$ cat config.mk
export PLATFORM = sky130hd
export DESIGN_NAME = free_space_candidate_bucket_core
export DESIGN_NICKNAME = d
export VERILOG_FILES = /design/src/design/fscb_pkg.sv /design/src/design/fscb_ram.sv /design/src/design/fscb_seq.sv /design/src/design/fscb_out_buf.sv /design/src/design/free_space_candidate_bucket_core.sv
export SDC_FILE = /design/constraint.sdc
export NUM_CORES = 1
export LEC_CHECK = 0
export ABC_AREA = 1
export BUFFER_PORTS_ARGS = -buffer_cell sky130_fd_sc_hd__buf_2
export CORE_MARGIN = 2
export CORE_UTILIZATION = 50
export DETAILED_ROUTE_END_ITERATION = 8
export PLACE_DENSITY = 0.76
export SLEW_MARGIN = 20
export SYNTH_ARGS = -nofsm -noshare
export SYNTH_HDL_FRONTEND = slang
export SYNTH_SLANG_ARGS = --single-unit
$ cat constraint.sdc
create_clock -name clk -period 6.45 [get_ports clk]
set_input_delay 0.9675 -clock clk [delete_from_list [all_inputs] [get_ports clk]]
set_output_delay 0.9675 -clock clk [all_outputs]
set_load 0.01 [all_outputs]
$ cat src/design/fscb_pkg.sv
// Shared constants, codes and word types of the candidate bucket core.
// No dependencies; fscb_seq, fscb_out_buf, the top level and the checker import it.
package fscb_pkg;

	localparam int CAPACITY    = 16;
	localparam int LEVEL_COUNT = 8;

	localparam int IDX_W   = $clog2(CAPACITY);
	localparam int CNT_W   = $clog2(CAPACITY + 1);
	localparam int SEQ_W   = 32;
	localparam int PAGE_W  = 32;
	localparam int LEVEL_W = 4;
	localparam int FAIL_W  = 8;
	localparam int HELD_W  = 5;

	localparam logic [FAIL_W-1:0] FAIL_MAX = 8'd255;

	typedef enum logic [1:0] {
		OP_UPSERT = 2'd0,
		OP_FIND   = 2'd1,
		OP_CLEAR  = 2'd2,
		OP_DUMP   = 2'd3
	} op_t;

	typedef enum logic {
		STATUS_OK        = 1'b0,
		STATUS_BAD_LEVEL = 1'b1
	} status_t;

	// One table entry as stored in the memory
	typedef struct packed {
		logic [SEQ_W-1:0]   seq;
		logic [PAGE_W-1:0]  page;
		logic [LEVEL_W-1:0] level;
		logic [FAIL_W-1:0]  fails;
	} entry_t;

	localparam int ENTRY_W = $bits(entry_t);

	typedef struct packed {
		op_t                op;
		logic [SEQ_W-1:0]   seq;
		logic [PAGE_W-1:0]  page;
		logic [LEVEL_W-1:0] level;
	} request_t;

	typedef struct packed {
		status_t            status;
		logic               found;
		logic [SEQ_W-1:0]   seq;
		logic [PAGE_W-1:0]  page;
		logic [LEVEL_W-1:0] level;
		logic [HELD_W-1:0]  held;
		logic               last;
	} result_t;

endpackage

$ cat src/design/fscb_ram.sv
// Generic single-clock RAM: one write port, one read port, registered read.
// No dependencies.
module fscb_ram #(
	parameter int  WIDTH = 8,
	parameter int  DEPTH = 16,
	localparam int AW    = (DEPTH > 1) ? $clog2(DEPTH) : 1
) (
	input  logic             clk,
	input  logic             we,
	input  logic [AW-1:0]    waddr,
	input  logic [WIDTH-1:0] wdata,
	input  logic             re,
	input  logic [AW-1:0]    raddr,
	output logic [WIDTH-1:0] rdata
);

	logic [WIDTH-1:0] mem_q [DEPTH];

	// Write the addressed word
	always_ff @(posedge clk) begin
		if (we) begin
			mem_q[waddr] <= wdata;
		end
	end

	// Register the read word; hold it while no read is issued
	always_ff @(posedge clk) begin
		if (re) begin
			rdata <= mem_q[raddr];
		end
	end

endmodule

$ cat src/design/fscb_seq.sv
// Operation sequencer of the candidate bucket core: slot scans over the entry
// memory, valid bits, occupancy and rotating start. Uses fscb_pkg, fscb_ram.
module fscb_seq
	import fscb_pkg::*;
(
	input  logic     clk,
	input  logic     arst_n,
	input  logic     req_valid,
	output logic     req_ready,
	input  request_t req,
	output logic     res_valid,
	input  logic     res_ready,
	output result_t  res
);

	typedef enum logic [2:0] {
		ST_IDLE,
		ST_SCAN,
		ST_UPS_WR,
		ST_RESP,
		ST_DUMP_RD,
		ST_DUMP_EMIT
	} state_t;

	state_t               state_q;
	logic [CAPACITY-1:0]  valid_q;
	logic [CNT_W-1:0]     occ_q;
	logic [IDX_W-1:0]     rc_q;
	logic [IDX_W-1:0]     addr_q;
	logic [CNT_W-1:0]     cnt_q;
	logic                 vld_s1;
	result_t              res_q;

	op_t                  op_q;
	logic [SEQ_W-1:0]     seq_q;
	logic [PAGE_W-1:0]    page_q;
	logic [LEVEL_W-1:0]   lvl_q;
	logic [IDX_W-1:0]     addr_s1;
	logic                 last_s1;
	logic                 empty_found_q;
	logic [IDX_W-1:0]     empty_pos_q;
	logic                 have_best_q;
	logic [FAIL_W-1:0]    best_fail_q;
	logic [IDX_W-1:0]     best_pos_q;
	logic [IDX_W-1:0]     pos_q;

	logic                 rd_en;
	logic [IDX_W-1:0]     rd_addr;
	logic                 wr_en;
	logic [IDX_W-1:0]     wr_addr;
	entry_t               wr_data;
	entry_t               rdata;

	logic                 accept;
	logic                 lvl_ok;
	logic                 issue;
	logic                 slot_valid_s1;
	logic                 hit_s1;
	logic                 scan_done;
	logic                 ef_n;
	logic [IDX_W-1:0]     ep_n;
	logic                 hb_n;
	logic [FAIL_W-1:0]    bf_n;
	logic [IDX_W-1:0]     bp_n;
	logic [IDX_W-1:0]     addr_wrap;
	logic [IDX_W-1:0]     rc_next;
	logic [CAPACITY-1:0]  above_mask;
	logic                 dump_last;
	result_t              dump_res;

	fscb_ram #(
		.WIDTH(ENTRY_W),
		.DEPTH(CAPACITY)
	) u_ram (
		.clk  (clk),
		.we   (wr_en),
		.waddr(wr_addr),
		.wdata(wr_data),
		.re   (rd_en),
		.raddr(rd_addr),
		.rdata(rdata)
	);

	assign req_ready = (state_q == ST_IDLE);
	assign accept    = req_valid && req_ready;
	assign lvl_ok    = ({1'b0, req.level} < (LEVEL_W + 1)'(LEVEL_COUNT));

	// Scan addressing: wrap the slot pointer and the rotating start
	assign addr_wrap = (addr_q == IDX_W'(CAPACITY - 1)) ? '0 : addr_q + IDX_W'(1);
	assign rc_next   = (rc_q == IDX_W'(CAPACITY - 1)) ? '0 : rc_q + IDX_W'(1);
	assign issue     = (state_q == ST_SCAN) && (cnt_q != CNT_W'(CAPACITY));

	// Slot arriving from memory
	assign slot_valid_s1 = valid_q[addr_s1];
	assign hit_s1        = vld_s1 && (op_q == OP_FIND) && slot_valid_s1 &&
	                       (lvl_q <= rdata.level);
	assign scan_done     = vld_s1 && (hit_s1 || last_s1);

	// Track first empty slot and highest failure count for upsert
	always_comb begin
		ef_n = empty_found_q;
		ep_n = empty_pos_q;
		hb_n = have_best_q;
		bf_n = best_fail_q;
		bp_n = best_pos_q;
		if (vld_s1 && (op_q == OP_UPSERT)) begin
			if (!slot_valid_s1) begin
				if (!empty_found_q) begin
					ef_n = 1'b1;
					ep_n = addr_s1;
				end
			end else if (!have_best_q || (rdata.fails > best_fail_q)) begin
				hb_n = 1'b1;
				bf_n = rdata.fails;
				bp_n = addr_s1;
			end
		end
	end

	// Dump: does any valid slot follow the current one
	always_comb begin
		for (int j = 0; j < CAPACITY; j++) begin
			above_mask[j] = (j > int'(addr_q));
		end
	end
	assign dump_last = ~|(valid_q & above_mask);

	always_comb begin
		dump_res        = '0;
		dump_res.status = STATUS_OK;
		dump_res.found  = 1'b1;
		dump_res.seq    = rdata.seq;
		dump_res.page   = rdata.page;
		dump_res.level  = rdata.level;
		dump_res.held   = HELD_W'(occ_q);
		dump_res.last   = dump_last;
	end

	// Memory port selection
	always_comb begin
		rd_en   = 1'b0;
		rd_addr = addr_q;
		wr_en   = 1'b0;
		wr_addr = addr_s1;
		wr_data = rdata;
		if (issue) begin
			rd_en = 1'b1;
		end
		if (state_q == ST_DUMP_RD && valid_q[addr_q]) begin
			rd_en = 1'b1;
		end
		// Raise the failure count of a passed-over valid slot
		if (vld_s1 && (op_q == OP_FIND) && slot_valid_s1 && !hit_s1 &&
		    (rdata.fails != FAIL_MAX)) begin
			wr_en         = 1'b1;
			wr_data.fails = rdata.fails + FAIL_W'(1);
		end
		if (state_q == ST_UPS_WR) begin
			wr_en   = 1'b1;
			wr_addr = pos_q;
			wr_data = '{seq: seq_q, page: page_q, level: lvl_q, fails: '0};
		end
	end

	assign res_valid = (state_q == ST_RESP) || (state_q == ST_DUMP_EMIT);
	assign res       = (state_q == ST_DUMP_EMIT) ? dump_res : res_q;

	// State, table control and the single-result register
	always_ff @(posedge clk or negedge arst_n) begin
		if (!arst_n) begin
			state_q <= ST_IDLE;
			valid_q <= '0;
			occ_q   <= '0;
			rc_q    <= '0;
			addr_q  <= '0;
			cnt_q   <= '0;
			vld_s1  <= 1'b0;
			res_q   <= '0;
		end else begin
			vld_s1 <= issue && !scan_done;
			unique case (state_q)
				ST_IDLE: begin
					if (accept) begin
						res_q        <= '0;
						res_q.status <= STATUS_OK;
						res_q.held   <= HELD_W'(occ_q);
						res_q.last   <= 1'b1;
						unique case (req.op)
							OP_UPSERT, OP_FIND: begin
								if (!lvl_ok) begin
									res_q.status <= STATUS_BAD_LEVEL;
									state_q      <= ST_RESP;
								end else begin
									addr_q  <= (req.op == OP_FIND) ? rc_q : '0;
									cnt_q   <= '0;
									state_q <= ST_SCAN;
									if (req.op == OP_FIND) begin
										rc_q <= rc_next;
									end
								end
							end
							OP_CLEAR: begin
								valid_q    <= '0;
								occ_q      <= '0;
								res_q.held <= '0;
								state_q    <= ST_RESP;
							end
							OP_DUMP: begin
								addr_q  <= '0;
								state_q <= (occ_q == '0) ? ST_RESP : ST_DUMP_RD;
							end
							default: begin
								state_q <= ST_RESP;
							end
						endcase
					end
				end
				ST_SCAN: begin
					if (issue) begin
						addr_q <= addr_wrap;
						cnt_q  <= cnt_q + CNT_W'(1);
					end
					if (scan_done) begin
						if (op_q == OP_FIND) begin
							res_q.found <= hit_s1;
							res_q.seq   <= hit_s1 ? rdata.seq : '0;
							res_q.page  <= hit_s1 ? rdata.page : '0;
							res_q.level <= hit_s1 ? rdata.level : '0;
							state_q     <= ST_RESP;
						end else begin
							state_q <= ST_UPS_WR;
						end
					end
				end
				ST_UPS_WR: begin
					valid_q[pos_q] <= 1'b1;
					if (!valid_q[pos_q]) begin
						occ_q      <= occ_q + CNT_W'(1);
						res_q.held <= HELD_W'(occ_q + CNT_W'(1));
					end
					state_q <= ST_RESP;
				end
				ST_RESP: begin
					if (res_ready) begin
						state_q <= ST_IDLE;
					end
				end
				ST_DUMP_RD: begin
					if (valid_q[addr_q]) begin
						state_q <= ST_DUMP_EMIT;
					end else begin
						addr_q <= addr_wrap;
					end
				end
				ST_DUMP_EMIT: begin
					if (res_ready) begin
						if (dump_last) begin
							state_q <= ST_IDLE;
						end else begin
							addr_q  <= addr_wrap;
							state_q <= ST_DUMP_RD;
						end
					end
				end
				default: begin
					state_q <= ST_IDLE;
				end
			endcase
		end
	end

	// Request fields and scan bookkeeping
	always_ff @(posedge clk) begin
		addr_s1       <= addr_q;
		last_s1       <= (cnt_q == CNT_W'(CAPACITY - 1));
		empty_found_q <= ef_n;
		empty_pos_q   <= ep_n;
		have_best_q   <= hb_n;
		best_fail_q   <= bf_n;
		best_pos_q    <= bp_n;
		if (scan_done) begin
			pos_q <= ef_n ? ep_n : bp_n;
		end
		if (accept) begin
			op_q          <= req.op;
			seq_q         <= req.seq;
			page_q        <= req.page;
			lvl_q         <= req.level;
			empty_found_q <= 1'b0;
			have_best_q   <= 1'b0;
		end
	end

endmodule

$ cat src/design/fscb_out_buf.sv
// Output register of the candidate bucket core: holds one result word
// so the sequencer can go on while it waits. Uses fscb_pkg.
module fscb_out_buf
	import fscb_pkg::*;
(
	input  logic    clk,
	input  logic    arst_n,
	input  logic    in_valid,
	output logic    in_ready,
	input  result_t in_res,
	output logic    out_valid,
	input  logic    out_ready,
	output result_t out_res
);

	logic    valid_q;
	result_t data_q;

	assign in_ready  = !valid_q || out_ready;
	assign out_valid = valid_q;
	assign out_res   = data_q;

	// Load on push, drop on pop
	always_ff @(posedge clk or negedge arst_n) begin
		if (!arst_n) begin
			valid_q <= 1'b0;
		end else if (in_ready) begin
			valid_q <= in_valid;
		end
	end

	always_ff @(posedge clk) begin
		if (in_ready && in_valid) begin
			data_q <= in_res;
		end
	end

endmodule

$ cat src/design/free_space_candidate_bucket_core.sv
// Channel  Dir  Handshake          tuser (low bit up)    tdata (low bit up)
// s_       in   s_tvalid/s_tready  operation             seq_in, page_in, level_in
// m_       out  m_tvalid/m_tready  status, found         seq_out, page_out, level_out,
//                                                        entries_held; m_tlast = last
//
// One request at a time. Upsert reads all CAPACITY slots, one per cycle, then writes.
// Find scans from a rotating start and stops at the first hit, else visits every slot.
// Clear, bad-level and empty dump return a single result. Dump returns one result per
// valid entry, in slot order, skipping empty slots. Reset empties the table at once.
// A stalled m_ side holds the sequencer once the output register is full. Top level of
// the core; uses fscb_pkg, fscb_seq, fscb_out_buf.
module free_space_candidate_bucket_core
	import fscb_pkg::*;
(
	input  logic        clk,
	input  logic        arst_n,
	input  logic        s_tvalid,
	output logic        s_tready,
	input  logic [1:0]  s_tuser,  // operation
	input  logic [71:0] s_tdata,  // seq_in, page_in, level_in, zero pad
	output logic        m_tvalid,
	input  logic        m_tready,
	output logic [1:0]  m_tuser,  // status, found
	output logic [79:0] m_tdata,  // seq_out, page_out, level_out, entries_held, zero pad
	output logic        m_tlast
);

	request_t req;
	logic     res_valid;
	logic     res_ready;
	result_t  res;
	result_t  out_res;

	// Unpack the request word
	assign req.op    = op_t'(s_tuser);
	assign req.seq   = s_tdata[31:0];
	assign req.page  = s_tdata[63:32];
	assign req.level = s_tdata[67:64];

	fscb_seq u_seq (
		.clk      (clk),
		.arst_n   (arst_n),
		.req_valid(s_tvalid),
		.req_ready(s_tready),
		.req      (req),
		.res_valid(res_valid),
		.res_ready(res_ready),
		.res      (res)
	);

	fscb_out_buf u_out (
		.clk      (clk),
		.arst_n   (arst_n),
		.in_valid (res_valid),
		.in_ready (res_ready),
		.in_res   (res),
		.out_valid(m_tvalid),
		.out_ready(m_tready),
		.out_res  (out_res)
	);

	// Pack the result word
	assign m_tuser = {out_res.found, out_res.status};
	assign m_tdata = {7'b0, out_res.held, out_res.level, out_res.page, out_res.seq};
	assign m_tlast = out_res.last;

endmodule

==> run_results.csv <==
group,metric,value,unit
status,status,"complete, no violations",
setup_path,crit_family,"simple AND/OR/NAND/NOR gates",
timing,tns,0,ns
setup_path,slowest_stage,"nor2_4",
synthesis,yosysSeqAreaShare,0.753,
drt,drtAntennaViolNets,0,
synthesis,synthCells,4889,
timing,fin_ws,1.94,ns
grt,gr-total-overflow,0,
power,power_switching,12.4,mW
drt,met2_wirelength,73600,µm
synthesis,synthesis.area,62000,µm²
synthesis,yosys-top-cells-area,"edfxtp_1 70%, nand2_1 5.4%, o21ai_0 5.4%",
final_layout,fin_area,69500,µm²
synthesis,synth_top_area_frac,0.702,
clock_network,clk_latency,0.79,ns
setup_path,critPathKind,"flop to flop",
floorplan,die_h,356,µm
clock_network,post_cts_buffers,0,
setup_path,cp_num_buf_inv,3,
timing,hold_viol,0,
drt,firstDrtPassIters,6,
floorplan,top_level_ports,163,
drt,dr_wl_met3,14200,µm
setup_path,r2r_end,"u_seq.u_ram.rdata[52]$_DFFE_PP_",
setup_path,crit_required,6.86,ns
power,pwr-share-seq,0.450,
drt,wl_met1,60100,µm
synthesis,ys_warn_count,0,
clock_network,cts_resized,0,
clock_network,root_buffer,"clkbuf_16",
grt,grt_pass1_vias,39232,
placed_design,gp_congestion,0.861,
final_layout,nets,5054,
clock_network,cts_sinks,1580,
drt,avgViaCountPerCell,5.98,
grt,antenna_found_initial,0,
timing,rsz0062_at_grt,"false",
clock_network,ctsHtreeMaxLevel,4,
drt,top_layer,"met4",
setup_path,endpoint_kind,"flop",
clock_network,cts_hold_repair.buffers,0,
setup_path,timing.rr.start,"u_seq.addr_q[3]$_DFFE_PN0P_",
power,power.density,497,nW/µm²
final_layout,n_fill_cell,9454,
drt,drcViolationCount,0,
drt,drt_iter0_drc,5234,
final_layout,layout_common_cells,"1,450 x edfxtp_1, 890 x nand2_1, 665 x o21ai_0",
grt,grt_use_total,0.240,
hold_path,hold_path.class,"primary input to async pin",
power,p_leak,24.2,nW
drt,vias,40154,
floorplan,die_w,356,µm
placed_design,dp_hpwl,75100,µm
drt,wl_per_cell,22.8,µm
synthesis,synth.distinct_cells,41,
setup_path,crit_fanout,49,
grt,grt_pass1_wl,231000,µm
clock_network,numCtsBuffers,156,
synthesis,synth_edf_count,1450,
power,swShare,0.359,
placed_design,place_ws,1.97,ns
power,p_clk_frac,0.258,
setup_path,path_common_cell,"nand2_1",
timing,slew_headroom,0.221,
timing,setup_violations,0,
setup_path,cp.arrival,4.92,ns
timing,fmax,222,MHz
setup_path,cp_slowest_stage_delay,1.15,ns
final_layout,synthToLayoutAreaGrowth,12.0,%
timing,fin_skew,0.0237,ns
grt,grt_max_degree,241,
clock_network,clockBufferDepth,3,
timing,fin_crit_sh,0.699,
power,p_comb_frac,0.292,
setup_path,rr_worst_depth,9,
placed_design,io_buffers,151,
floorplan,dieArea,127000,µm²
timing,worst_slew_pin_slew,1.17,ns
power,power,34.6,mW
setup_path,cp-endpoint,"u_seq.u_ram.rdata[52]$_DFFE_PP_",
timing,fin_crit,4.51,ns
clock_network,clkTransAtPathRegs,0.06,ns
setup_path,crit_cells,9,
flow_run,maxCapViolations,0,
setup_path,reg2reg_slack,1.94,ns
floorplan,rows,129,
final_layout,stdcell_count,6717,
floorplan,core-area,123000,µm²
setup_path,critPathLaunch,"u_seq.addr_q[3]$_DFFE_PN0P_",
final_layout,drive_gt1_frac,0.0935,
final_layout,n_antenna_cell,0,
drt,wl,153000,µm
synthesis,ys_ff_latch,1580,
power,ir_drop,0.000408,V
synthesis,synth.avg_cell_area,12.7,µm²
clock_network,cts_tree,"yes",
synthesis,async_flop_share,0.0728,
synthesis,yosysTopAreaCell,"edfxtp_1",
setup_path,cp-start-kind,"flop",
setup_path,crit_chain,"clkinv_2, nor2_4, nand2_1, nand2_1, inv_1, nand2_1, nand2_1, nand2_4, buf_4",
floorplan,initial_utilization,0.502,
power,power.internal,22.2,mW
placed_design,placed_area,64400,µm²
timing,maxSlewViolCount,0,
placed_design,placed_cells,6431,
final_layout,final_common_cell,"edfxtp_1",
synthesis,ys.flop_type,"edfxtp_1",
## final cells by class
class / instances / area, µm² / area share
clock inverter: 83 / 838 / 0.0121
clock buffer: 202 / 4150 / 0.0597
multi-input combinational: 2903 / 13900 / 0.200
timing repair buffer: 207 / 1400 / 0.0201
inverter: 105 / 413 / 0.00594
sequential: 1580 / 46700 / 0.673
tap: 1637 / 2050 / 0.0295
## metrics by stage
step / hold WS [ns] / util
after global routing: 0.231 / 0.563
after floorplan: 0.388 / -
after global placement: 0.432 / 0.522
after CTS: 0.189 / 0.562
final: 0.154 / 0.563
after detailed placement: 0.438 / 0.522
## cell families (layout without fill, tap and decap cells)
family                   Yosys count  in the layout  synth area share
adder cells (fa/ha/maj)           23             23           0.00464
buffers and inverters            412            597            0.0266
flip-flops                      1580           1580             0.753
XOR/XNOR                           9              9           0.00127
AND/OR/NAND/NOR                 1794           1794             0.115
AO/OA/AOI/OAI                   1070           1070            0.0996
other                              1              7         0.0000604
## how the worst min path moves through the flow
stage                                start                    endpoint  slack (ns)
2_1_floorplan  u_seq.addr_q[3]$_DFFE_PN0P_    u_seq.addr_s1[3]$_DFF_P_        0.39
3_3_place_gp   u_seq.addr_q[3]$_DFFE_PN0P_    u_seq.addr_s1[3]$_DFF_P_        0.43
3_5_place_dp   u_seq.addr_q[3]$_DFFE_PN0P_    u_seq.addr_s1[3]$_DFF_P_        0.44
4_1_cts                             arst_n  u_seq.res_q[6]$_DFFE_PN0P_        0.19
5_1_grt                             arst_n  u_seq.res_q[6]$_DFFE_PN0P_        0.23
6_report                            arst_n  u_seq.res_q[2]$_DFFE_PN0P_        0.15
## per-layer routing
layer / GRT usage / up-vias
li1: - / 17869
met1: 0.323 / 19664
met2: 0.388 / 2296
met3: 0.0384 / 325
met4: 0.104 / 0
met5: 0 / -
## power groups by stage
stage / combinational, mW / sequential, mW / clock (mW)
floorplan: 6.61 / 15.5 / 0
finish: 10.1 / 15.5 / 8.91
CTS: 9.97 / 15.5 / 8.98
detailed placement: 9.89 / 15.7 / 0
global placement: 9.57 / 15.7 / 0
global route: 11.1 / 15.7 / 9.39
## worst reg2reg max path, stage by stage (launching register included)
cell and delay [ns]:
dfrtp_1 0.40, clkinv_2 0.61, nor2_4 1.20, nand2_1 0.12, nand2_1 0.10, inv_1 0.05
nand2_1 0.05, nand2_1 0.10, nand2_4 0.79, buf_4 0.68
## registers in the layout, summed over array words and instances, names as in the netlist, 5 cells and up
register / flops
u_seq.u_ram.mem_q: 1216
u_out.out_res: 76
u_seq.res_q: 76
u_seq.u_ram.rdata: 76
u_seq.cnt_q: 5
u_seq.seq_q: 32
u_seq.page_q: 32
u_seq.occ_q: 5
u_seq.best_fail_q: 8
u_seq.valid_q: 16
## cell usage after synthesis, drive strengths merged (47+ instances only)
cell / number
edfxtp: 1450
nand2: 897
nor2: 671
o21ai: 665
clkbuf: 231
nand3: 196
o22ai: 191
o221ai: 124
dfrtp: 115
inv: 103
buf: 76
a21oi: 47
(Power assumes the default switching activity.)
